**src/rtl/core/tcc_pkg.sv**
```systemverilog
package tcc_pkg;

	localparam int WORD_BITS     = 16;
	localparam int LOW_PART_BITS = 5;
	localparam int LOW_PART_LSB  = 11;
	localparam int ORIGIN_BITS   = 12;
	localparam int SPAN_BITS     = 13;
	localparam int DISP_BITS     = 16;
	localparam int CFG_IDX_BITS  = 3;

	localparam logic [CFG_IDX_BITS-1:0] REG_X_TOUCH_SPAN     = 3'd0;
	localparam logic [CFG_IDX_BITS-1:0] REG_X_DISPLAY_SPAN   = 3'd1;
	localparam logic [CFG_IDX_BITS-1:0] REG_X_TOUCH_ORIGIN   = 3'd2;
	localparam logic [CFG_IDX_BITS-1:0] REG_X_DISPLAY_ORIGIN = 3'd3;
	localparam logic [CFG_IDX_BITS-1:0] REG_Y_TOUCH_SPAN     = 3'd4;
	localparam logic [CFG_IDX_BITS-1:0] REG_Y_DISPLAY_SPAN   = 3'd5;
	localparam logic [CFG_IDX_BITS-1:0] REG_Y_TOUCH_ORIGIN   = 3'd6;
	localparam logic [CFG_IDX_BITS-1:0] REG_Y_DISPLAY_ORIGIN = 3'd7;

	localparam logic signed [DISP_BITS-1:0] POS_MAX = 16'sh7fff;
	localparam logic signed [DISP_BITS-1:0] POS_MIN = 16'sh8000;

	typedef struct packed {
		logic signed [SPAN_BITS-1:0] touch_span;
		logic signed [DISP_BITS-1:0] display_span;
		logic [ORIGIN_BITS-1:0]      touch_origin;
		logic signed [DISP_BITS-1:0] display_origin;
	} axis_cfg_t;

	typedef struct packed {
		logic signed [DISP_BITS-1:0] pos;
		logic                        zero_span;
	} lane_res_t;

endpackage

```
**src/rtl/core/tcc_lane.sv**
```systemverilog
module tcc_lane import tcc_pkg::*; #(
	parameter int RAW_BITS = 12
) (
	input  logic                 clk,
	input  logic                 arst_n,
	input  logic                 in_valid,
	input  logic [WORD_BITS-1:0] hi_word,
	input  logic [WORD_BITS-1:0] lo_word,
	input  axis_cfg_t            cfg,
	output logic                 out_valid,
	output lane_res_t            res
);

	localparam int HIGH_BITS = RAW_BITS - LOW_PART_BITS;
	localparam int DW = ((RAW_BITS > ORIGIN_BITS) ? RAW_BITS : ORIGIN_BITS) + 1;
	localparam int PW = DW + DISP_BITS;
	localparam int SW = PW + 2;

	logic [RAW_BITS-1:0]        raw;
	logic signed [DW-1:0]       diff_s1;
	logic signed [PW-1:0]       prod;
	logic signed [PW-1:0]       prod_s2;
	logic [PW-1:0]              mag_s3;
	logic                       neg_s3;
	logic [SPAN_BITS-1:0]       dmag;
	logic                       valid_s1, valid_s2, valid_s3;

	logic [SPAN_BITS-1:0]       dv_rem_s4 [0:PW-1];
	logic [PW-1:0]              dv_num_s4 [0:PW-1];
	logic                       dv_neg_s4 [0:PW-1];
	logic                       dv_vld_s4 [0:PW-1];

	logic signed [PW:0]         quo;
	logic signed [SW-1:0]       sum;
	logic signed [SW-1:0]       sat_hi, sat_lo;
	lane_res_t                  res_s5;
	logic                       valid_s5;

	assign raw  = {hi_word[HIGH_BITS-1:0], lo_word[WORD_BITS-1:LOW_PART_LSB]};
	assign prod = diff_s1 * cfg.display_span;
	assign dmag = cfg.touch_span[SPAN_BITS-1] ? SPAN_BITS'(-cfg.touch_span)
	                                          : SPAN_BITS'(cfg.touch_span);

	always_ff @(posedge clk or negedge arst_n) begin
		if (!arst_n) begin
			valid_s1 <= 1'b0;
			valid_s2 <= 1'b0;
			valid_s3 <= 1'b0;
		end else begin
			valid_s1 <= in_valid;
			valid_s2 <= valid_s1;
			valid_s3 <= valid_s2;
		end
	end

	always_ff @(posedge clk) begin
		diff_s1 <= signed'(DW'(raw) - DW'(cfg.touch_origin));
		prod_s2 <= prod;
		mag_s3  <= prod_s2[PW-1] ? PW'(-prod_s2) : PW'(prod_s2);
		neg_s3  <= prod_s2[PW-1] ^ cfg.touch_span[SPAN_BITS-1];
	end

	// restoring divider, one quotient bit per stage
	for (genvar k = 0; k < PW; k++) begin : g_div
		logic [SPAN_BITS-1:0] rem_in;
		logic [PW-1:0]        num_in;
		logic                 neg_in, vld_in;
		logic [SPAN_BITS:0]   trial;
		logic                 take;

		if (k == 0) begin : g_first
			assign rem_in = '0;
			assign num_in = mag_s3;
			assign neg_in = neg_s3;
			assign vld_in = valid_s3;
		end else begin : g_next
			assign rem_in = dv_rem_s4[k-1];
			assign num_in = dv_num_s4[k-1];
			assign neg_in = dv_neg_s4[k-1];
			assign vld_in = dv_vld_s4[k-1];
		end

		assign trial = {rem_in, num_in[PW-1]};
		assign take  = trial >= {1'b0, dmag};

		always_ff @(posedge clk or negedge arst_n) begin
			if (!arst_n) begin
				dv_vld_s4[k] <= 1'b0;
			end else begin
				dv_vld_s4[k] <= vld_in;
			end
		end

		always_ff @(posedge clk) begin
			dv_rem_s4[k] <= take ? SPAN_BITS'(trial - {1'b0, dmag}) : trial[SPAN_BITS-1:0];
			dv_num_s4[k] <= {num_in[PW-2:0], take};
			dv_neg_s4[k] <= neg_in;
		end
	end

	assign quo    = dv_neg_s4[PW-1] ? -signed'({1'b0, dv_num_s4[PW-1]})
	                                : signed'({1'b0, dv_num_s4[PW-1]});
	assign sum    = SW'(quo) + SW'(cfg.display_origin);
	assign sat_hi = SW'(POS_MAX);
	assign sat_lo = SW'(POS_MIN);

	always_ff @(posedge clk or negedge arst_n) begin
		if (!arst_n) begin
			valid_s5 <= 1'b0;
		end else begin
			valid_s5 <= dv_vld_s4[PW-1];
		end
	end

	always_ff @(posedge clk) begin
		res_s5.zero_span <= cfg.touch_span == '0;
		if (cfg.touch_span == '0) begin
			res_s5.pos <= cfg.display_origin;
		end else if (sum > sat_hi) begin
			res_s5.pos <= POS_MAX;
		end else if (sum < sat_lo) begin
			res_s5.pos <= POS_MIN;
		end else begin
			res_s5.pos <= sum[DISP_BITS-1:0];
		end
	end

	assign out_valid = valid_s5;
	assign res       = res_s5;

endmodule

```
**src/rtl/core/tcc_merge.sv**
```systemverilog
module tcc_merge import tcc_pkg::*; (
	input  logic                        clk,
	input  logic                        arst_n,
	input  logic                        lane_valid,
	input  lane_res_t                   x_res,
	input  lane_res_t                   y_res,
	output logic                        done,
	output logic signed [DISP_BITS-1:0] x_pos,
	output logic signed [DISP_BITS-1:0] y_pos,
	output logic                        span_fault
);

	logic                        done_q;
	logic signed [DISP_BITS-1:0] x_pos_q, y_pos_q;
	logic                        fault_q;

	always_ff @(posedge clk or negedge arst_n) begin
		if (!arst_n) begin
			done_q <= 1'b0;
		end else begin
			done_q <= lane_valid;
		end
	end

	always_ff @(posedge clk) begin
		x_pos_q <= x_res.pos;
		y_pos_q <= y_res.pos;
		fault_q <= x_res.zero_span | y_res.zero_span;
	end

	assign done       = done_q;
	assign x_pos      = x_pos_q;
	assign y_pos      = y_pos_q;
	assign span_fault = fault_q;

endmodule

```
**src/rtl/core/touch_coordinate_calibrate_core.sv**
```systemverilog
// channel   direction  handshake                 payload
// command   in         start, busy               first_word, second_word, third_word
// result    out        done (one-cycle strobe)   x_pos, y_pos, span_fault
// config    in         cfg_valid, cfg_ready      cfg_index, cfg_data
//
// one word is taken every cycle; busy stays low
// latency is RAW_BITS-dependent, set by the bit-per-stage divider in each axis lane
// arst_n clears all valid flags and loads spans of 1 and origins of 0
// done cannot be held off; the result is on the ports for that one cycle only
module touch_coordinate_calibrate_core import tcc_pkg::*; #(
	parameter int RAW_BITS = 12
) (
	input  logic                        clk,
	input  logic                        arst_n,
	input  logic                        start,
	output logic                        busy,
	input  logic [WORD_BITS-1:0]        first_word,
	input  logic [WORD_BITS-1:0]        second_word,
	input  logic [WORD_BITS-1:0]        third_word,
	output logic                        done,
	output logic signed [DISP_BITS-1:0] x_pos,
	output logic signed [DISP_BITS-1:0] y_pos,
	output logic                        span_fault,
	input  logic                        cfg_valid,
	output logic                        cfg_ready,
	input  logic [CFG_IDX_BITS-1:0]     cfg_index,
	input  logic [DISP_BITS-1:0]        cfg_data
);

	localparam int DW  = ((RAW_BITS > ORIGIN_BITS) ? RAW_BITS : ORIGIN_BITS) + 1;
	localparam int LAT = DW + DISP_BITS + 5;

	axis_cfg_t x_cfg_q, y_cfg_q;
	logic      accept;
	logic      x_valid, y_valid;
	lane_res_t x_res, y_res;

	assign busy      = 1'b0;
	assign cfg_ready = 1'b1;
	assign accept    = start & ~busy;

	always_ff @(posedge clk or negedge arst_n) begin
		if (!arst_n) begin
			x_cfg_q.touch_span     <= SPAN_BITS'(1);
			x_cfg_q.display_span   <= DISP_BITS'(1);
			x_cfg_q.touch_origin   <= '0;
			x_cfg_q.display_origin <= '0;
			y_cfg_q.touch_span     <= SPAN_BITS'(1);
			y_cfg_q.display_span   <= DISP_BITS'(1);
			y_cfg_q.touch_origin   <= '0;
			y_cfg_q.display_origin <= '0;
		end else if (cfg_valid && cfg_ready) begin
			case (cfg_index)
				REG_X_TOUCH_SPAN:     x_cfg_q.touch_span     <= cfg_data[SPAN_BITS-1:0];
				REG_X_DISPLAY_SPAN:   x_cfg_q.display_span   <= cfg_data;
				REG_X_TOUCH_ORIGIN:   x_cfg_q.touch_origin   <= cfg_data[ORIGIN_BITS-1:0];
				REG_X_DISPLAY_ORIGIN: x_cfg_q.display_origin <= cfg_data;
				REG_Y_TOUCH_SPAN:     y_cfg_q.touch_span     <= cfg_data[SPAN_BITS-1:0];
				REG_Y_DISPLAY_SPAN:   y_cfg_q.display_span   <= cfg_data;
				REG_Y_TOUCH_ORIGIN:   y_cfg_q.touch_origin   <= cfg_data[ORIGIN_BITS-1:0];
				REG_Y_DISPLAY_ORIGIN: y_cfg_q.display_origin <= cfg_data;
				default: ;
			endcase
		end
	end

	// x reading: high part in second word, low part in third
	tcc_lane #(.RAW_BITS(RAW_BITS)) u_lane_x (
		.clk       (clk),
		.arst_n    (arst_n),
		.in_valid  (accept),
		.hi_word   (second_word),
		.lo_word   (third_word),
		.cfg       (x_cfg_q),
		.out_valid (x_valid),
		.res       (x_res)
	);

	// y reading: high part in first word, low part in second
	tcc_lane #(.RAW_BITS(RAW_BITS)) u_lane_y (
		.clk       (clk),
		.arst_n    (arst_n),
		.in_valid  (accept),
		.hi_word   (first_word),
		.lo_word   (second_word),
		.cfg       (y_cfg_q),
		.out_valid (y_valid),
		.res       (y_res)
	);

	tcc_merge u_merge (
		.clk        (clk),
		.arst_n     (arst_n),
		.lane_valid (x_valid),
		.x_res      (x_res),
		.y_res      (y_res),
		.done       (done),
		.x_pos      (x_pos),
		.y_pos      (y_pos),
		.span_fault (span_fault)
	);

	a_lanes_aligned: assert property (@(posedge clk) disable iff (!arst_n)
		x_valid == y_valid)
		else $error("axis lanes out of step");

	a_fixed_latency: assert property (@(posedge clk) disable iff (!arst_n)
		accept |-> ##LAT done)
		else $error("result missing after accepted word");

	a_fault_flag: assert property (@(posedge clk) disable iff (!arst_n)
		done |-> (span_fault == ((x_cfg_q.touch_span == '0) || (y_cfg_q.touch_span == '0))))
		else $error("span fault does not match span registers");

endmodule
```
**config.mk**
```make
export PLATFORM = sky130hd
export DESIGN_NAME = touch_coordinate_calibrate_core
export DESIGN_NICKNAME = d
export VERILOG_FILES = /design/src/rtl/core/tcc_pkg.sv /design/src/rtl/core/tcc_lane.sv /design/src/rtl/core/tcc_merge.sv /design/src/rtl/core/touch_coordinate_calibrate_core.sv
export SDC_FILE = /design/constraint.sdc
export NUM_CORES = 2
export LEC_CHECK = 0
export ABC_AREA = 1
export BUFFER_PORTS_ARGS = -buffer_cell sky130_fd_sc_hd__buf_2
export CAP_MARGIN = 0
export CORE_MARGIN = 3
export CORE_UTILIZATION = 62
export CTS_BUF_LIST = sky130_fd_sc_hd__clkbuf_4
export CTS_CLUSTER_DIAMETER = 40
export CTS_CLUSTER_SIZE = 16
export DETAILED_ROUTE_END_ITERATION = 8
export GPL_TIMING_DRIVEN = 1
export PLACE_DENSITY_LB_ADDON = 0.05
export SETUP_SLACK_MARGIN = 0.3
export SLEW_MARGIN = 5
export SYNTH_ARGS = -nofsm -noshare
export SYNTH_HDL_FRONTEND = slang
export SYNTH_HIERARCHICAL = 1
export SYNTH_SLANG_ARGS = --single-unit
```
**constraint.sdc**
```tcl
create_clock -name clk -period 18.5 [get_ports clk]
set_input_delay 3.7 -clock clk [delete_from_list [all_inputs] [get_ports clk]]
set_output_delay 3.7 -clock clk [all_outputs]
set_load 0.005 [all_outputs]
```
After elaboration in Yosys (flattened, before gate mapping)
Memory sizes are Yosys's and may differ from the RTL's. Index checks and enable logic that the tools add are counted.

Register bits after elaboration: 359. RAM bits: 2494. Output and inout bits: 36. Logic and storage cells: 288. Memories kept: 6.

Multiplexer cells: 70. Equal/unequal tests: 7. Multipliers: 2. Bitwise operators: 3. Add/sub/neg operators: 68. Order comparisons: 62. Reductions and logical operators: 11.

Memory list: u_lane_x.dv_num_s4 (depth 29, width 29, rd ports 29, clocked after Yosys merged registers in 0, write ports 29, line tcc_lane.sv:29) `logic [PW-1:0] dv_num_s4 [0:PW-1];`; u_lane_y.dv_num_s4 (depth 29, width 29, rd ports 29, clocked after Yosys merged registers in 0, write ports 29, line tcc_lane.sv:29); u_lane_x.dv_rem_s4 (depth 29, width 13, rd ports 28, clocked after Yosys merged registers in 0, write ports 29, line tcc_lane.sv:28) `logic [SPAN_BITS-1:0] dv_rem_s4 [0:PW-1];`; u_lane_y.dv_rem_s4 (depth 29, width 13, rd ports 28, clocked after Yosys merged registers in 0, write ports 29, line tcc_lane.sv:28); u_lane_x.dv_neg_s4 (depth 29, width 1, rd ports 29, clocked after Yosys merged registers in 0, write ports 29, line tcc_lane.sv:30) `logic dv_neg_s4 [0:PW-1];`; u_lane_y.dv_neg_s4 (depth 29, width 1, rd ports 29, clocked after Yosys merged registers in 0, write ports 29, line tcc_lane.sv:30).

Operators with widths (number): $ge 14x13->1 (56); $mux 13 (60); $sub 13x13->13 (56); $mux 16 (6); $add 30x16->31 (2); $gt 31x16->1 const B (2); $lt 31x16->1 const B (2); $mux 30 (2); $neg 29->30 (2); $mul 13x16->29 (2); $neg 29->29 (2); $mux 28 (2); $ge 1x13->1 (2); $logic_not 13->1 (2); $neg 13->13 (2); $sub 1x13->13 (2); $sub 12x12->13 (2); $reduce_and 2->1 (8); $eq 3x3->1 const B (4); $eq 3x2->1 const B (2); $eq 3x1->1 const B (1); $logic_not 3->1 (1); $xor 1x1->1 (2); $or 1x1->1 (1).

Logic depth before layout (Yosys ltp)
An unclocked memory read counts as a cell.

Depth after elaboration: 8. Mapped depth: 32. Gate-level depth less buffers: 31.

By module
The synthesis kept the hierarchy.

By module, submodules not included: tcc_lane at u_lane_y (area an instance 58987.8 µm², cells each 6516, times used 1, seq. area each 27311.2 µm²); tcc_lane at u_lane_x (area an instance 58792.6 µm², cells each 6444, times used 1, seq. area each 27311.2 µm²); touch_coordinate_calibrate_core (area an instance 4498.1 µm², cells each 520, times used 1, seq. area each 2857.7 µm²); tcc_merge (area an instance 696.9 µm², cells each 37, times used 1, seq. area each 685.7 µm²).

Worst setup path after synthesis
Ideal clock, no wire load.

Path kind: register to register. Start point: reg y_cfg_q[43] (netlist bit). End point: reg u_lane_y.prod_s2[28]. Required time: 18.377 ns. Arrival: 5.676 ns. Setup time: 0.123 ns. Slack: 12.700 ns. Stages on the path, launching flop included: 25. Cell sequence: dfrtp_1 > buf_1 > nand2_1 > inv_1 > fa_1 > inv_1 > fa_1 > inv_1 > fa_1 > inv_1 > fa_1 > inv_1 > fa_1 > ha_1 > ha_1 > nand2_1 > nor2_1 > inv_1 > nor2_1 > nand4_1 > nand3_1 > a21boi_0 > o21ai_0 > a21oi_1 > xor2_1.

Word-level cells in the longest chain between the ends: 1.

Ends and longest elaborated chain: from (decl) (line touch_coordinate_calibrate_core.sv:33) `axis_cfg_t x_cfg_q, y_cfg_q;`; $mul 13x16->29 (line tcc_lane.sv:40) `assign prod = diff_s1 * cfg.display_span;`; via u_lane_y.prod[28] (line tcc_lane.sv:21) `logic signed [PW-1:0] prod;`; to (signal assigned) (line tcc_lane.sv:58) `prod_s2 <= prod;`; to (decl) (line tcc_lane.sv:22) `logic signed [PW-1:0] prod_s2;`.

The timed path passes the listed nets, and every way through them passes these cells. A chain may end at the register's enable or synchronous reset.

Worst setup path after layout
Same ends and word-level chain as after synthesis.

==> metrics.md <==
| Metric | Value |
|---|---|
| CP Launch Type | `flip-flop` |
| Worst Hold Path EP | `u_lane_x/dv_num_s4[6][18]` |
| Residual DRC | `0` |
| Worst path bufs/invs | `6` |
| Starting Density | `62.5%` |
| Worst-Skew Late Latency | `1.39 ns` |
| Area occupied by multi-input gates | `58400 µm²` |
| Final instance area | `130000 µm²` |
| Worst r2r dst | `u_lane_y/prod_s2[28]` |
| Most Frequent Cell on Critical Path | `inv_1` |
| Fmax | `156 MHz` |
| First-pass GRT wire length | `431 mm` |
| 1st-iter DRT viols | `6083` |
| Final #Nets | `15200` |
| Hold Crit Depth | `0` |
| Layout Utilization | `66.7%` |
| Hold crit path type | `flip-flop to flip-flop` |
| Post-CTS Resized | `0` |
| Area growth from synthesis to layout | `6.75%` |
| Crit-path slowest cell | `fa_1` |
| Hold wc startpoint | `u_lane_x/dv_num_s4[5][17]` |
| Core area | `195000 µm²` |
| CTS Root Cell | `clkbuf_4` |
| Worst-path fanout max | `14` |
| Flop-to-flop setup slack | `12.08 ns` |
| Number of global-route vias before repair | `86800` |
| Crit Path Class | `flip-flop to flip-flop` |
| Detail Route Antenna Nets | `0` |
| Die area | `202000 µm²` |
| Register area | `57300 µm²` |
| Reg2Reg Launch Point | `y_cfg_q[43]` |
| Worst Path Required | `19.74 ns` |
| # hold bufs at CTS | `0` |
| Slew margin rel. | `29.5%` |
| Layout cells sized above 1 | `6.60%` |
| DR WL/cell | `16.0 µm` |
| Filler cells | `16200` |
| Tcrit/Tclk final | `34.7%` |
| CTS Buf Count | `343` |
| Crit-path leading delay family | `adder cells` |
| Crit-path cells | `nand2_1 -> inv_1 -> fa_1 -> inv_1 -> fa_1 -> inv_1 -> fa_1 -> inv_1 -> fa_1 -> inv_1 -> fa_1 -> ha_1 -> ha_1 -> nand2_1 -> nor2_1 -> inv_1 -> nor2_1 -> nand4_1 -> nand3_1 -> a21boi_0 -> o21ai_0 -> a21oi_1 -> xor2_1` |
| Post-route minimum period | `6.42 ns` |
| Dpl hpwl | `196 mm` |
| Post-CTS Setup Bufs | `0` |
| Least-Margin Pin Slew | `1.05 ns` |
| # H-tree levels | `5` |
| Area after DPL | `125000 µm²` |
| GPL Wtd Cong | `0.946` |
| WP data arrival | `7.65 ns` |
| CP max stage delay | `0.95 ns` |
| Synth Instances | `13500` |
| Final Hold Viols | `0` |
| Clock skew | `0.0820 ns` |
| Clock-pin slew on the worst setup and hold paths | `0.13 ns` |
| Routed vias | `88300` |
| IO buf count | `80` |
| CTS max path bufs | `4` |
| Ports | `107` |
| Worst setup path start | `y_cfg_q[43]` |
| CTS tree | `yes` |
| Rows | `162` |
| Run status | `finished clean` |
| Die X | `450 µm` |
| Global route overflow | `0` |
| Initial antenna violation count | `23` |
| R2R depth | `23` |
| RSZ-0062 raised after global routing | `false` |
| Fin Hold WS | `0.272 ns` |
| Max Cap Viol | `0` |
| Clock Sinks | `2827` |
| Mean Syn Cell Area | `9.06 µm²` |
| Post-Syn Area | `122000 µm²` |
| Synth Warn # | `6` |
| Largest net degree at the start of global routing | `84` |
| Via density | `5.32` |
| Setup Viol. Count Final | `0` |
| Syn_nets | `15000` |
| Total GRT Usage | `26.1%` |
| Max Slew Vio Count | `0` |
| Die span in y | `450 µm` |
| Initial DRT Pass Iterations | `6` |
| Sum Neg Setup Slack | `0 ns` |
| Routed WL | `265 mm` |
| CP Capture Type | `flip-flop` |
per-layer routing:
layer,GRT usage (%),vias to the layer above,part of all wire (%)
met5,0,-,0.014
met4,9.59,6,3.5
met3,4.20,696,6.1
met2,42.6,2434,45
met1,35.0,41000,45
li1,-,44200,-
sequential cells by signal (all words and copies together) (netlist names), 13 cells and up:
signal,cells
u_lane_x/dv_neg_s4,29
u_lane_x/g_div.num_in,29
u_lane_x/dv_rem_s4,364
u_lane_y/diff_s1,13
u_lane_y/dv_rem_s4,364
x_cfg_q,57
u_lane_x/g_div.vld_in,29
u_lane_x/diff_s1,13
u_lane_y/res,17
u_lane_x/prod_s2,29
u_lane_x/res,17
y_cfg_q,57
u_lane_x/dv_num_s4,841
u_merge/x_pos,16
u_lane_y/dv_num_s4,841
u_merge/y_pos,16
u_lane_y/g_div.num_in,29
u_lane_y/dv_neg_s4,29
u_lane_y/prod_s2,29
layout by cell type, fill, tap and decap left out, types with 33 or more instances in the layout:
cell and instances:
inv_8 40, a21oi_1 658, nor2_1 731, nand4_1 92
a31oi_1 50, buf_4 33, nand3_1 578, o31ai_1 68
nand2_1 3133, clkinv_8 35, dfrtp_1 144, buf_2 79
fa_1 448, nor3_1 74, a21o_1 53, xor2_1 365
xnor2_1 370, clkbuf_4 379, inv_1 1408, or2_2 127
a221oi_1 53, o21ai_0 962, o21a_1 42, ha_1 972
dfxtp_1 2679
how the worst max path moves through the flow:
stage	slack [ns]	to	cells past startpoint
4_1_cts	12.07	u_lane_y/prod_s2[28]	23
3_5_place_dp	12.08	u_lane_y/prod_s2[28]	23
6_report	12.08	u_lane_y/prod_s2[28]	23
2_1_floorplan	12.70	u_lane_y/prod_s2[28]	24
5_1_grt	11.63	u_lane_y/prod_s2[28]	23
3_3_place_gp	12.21	u_lane_y/prod_s2[28]	23
cell type report:
cell class | instances | area share (%)
sequential | 2827 | 44.0
inverter | 1423 | 4.10
antenna | 12 | 0.0230
timing repair buffer | 113 | 0.502
clock inverter | 216 | 1.88
clock buffer | 379 | 2.18
multi-input combinational | 8985 | 44.8
tap | 2624 | 2.52
metrics by stage:
step	instances	setup slack (ns)
2_1_floorplan	13500	12.70
3_3_place_gp	16000	12.21
3_5_place_dp	16000	12.08
4_1_cts	16600	12.07
5_1_grt	16600	11.63
6_report	16600	12.08
worst register-to-register path: stages, from the launching register on:
cell and delay [ns]:
dfrtp_1 0.58, nand2_1 0.22, inv_1 0.10, fa_1 0.54, inv_1 0.08, fa_1 0.95
inv_1 0.15, fa_1 0.55, inv_1 0.04, fa_1 0.48, inv_1 0.06, fa_1 0.47
ha_1 0.30, ha_1 0.37, nand2_1 0.08, nor2_1 0.10, inv_1 0.06, nor2_1 0.13
nand4_1 0.10, nand3_1 0.16, a21boi_0 0.15, o21ai_0 0.33, a21oi_1 0.14, xor2_1 0.16
Power is not shown: default switching activity piles up to over one toggle a cycle in this logic, so the estimate is an artifact.
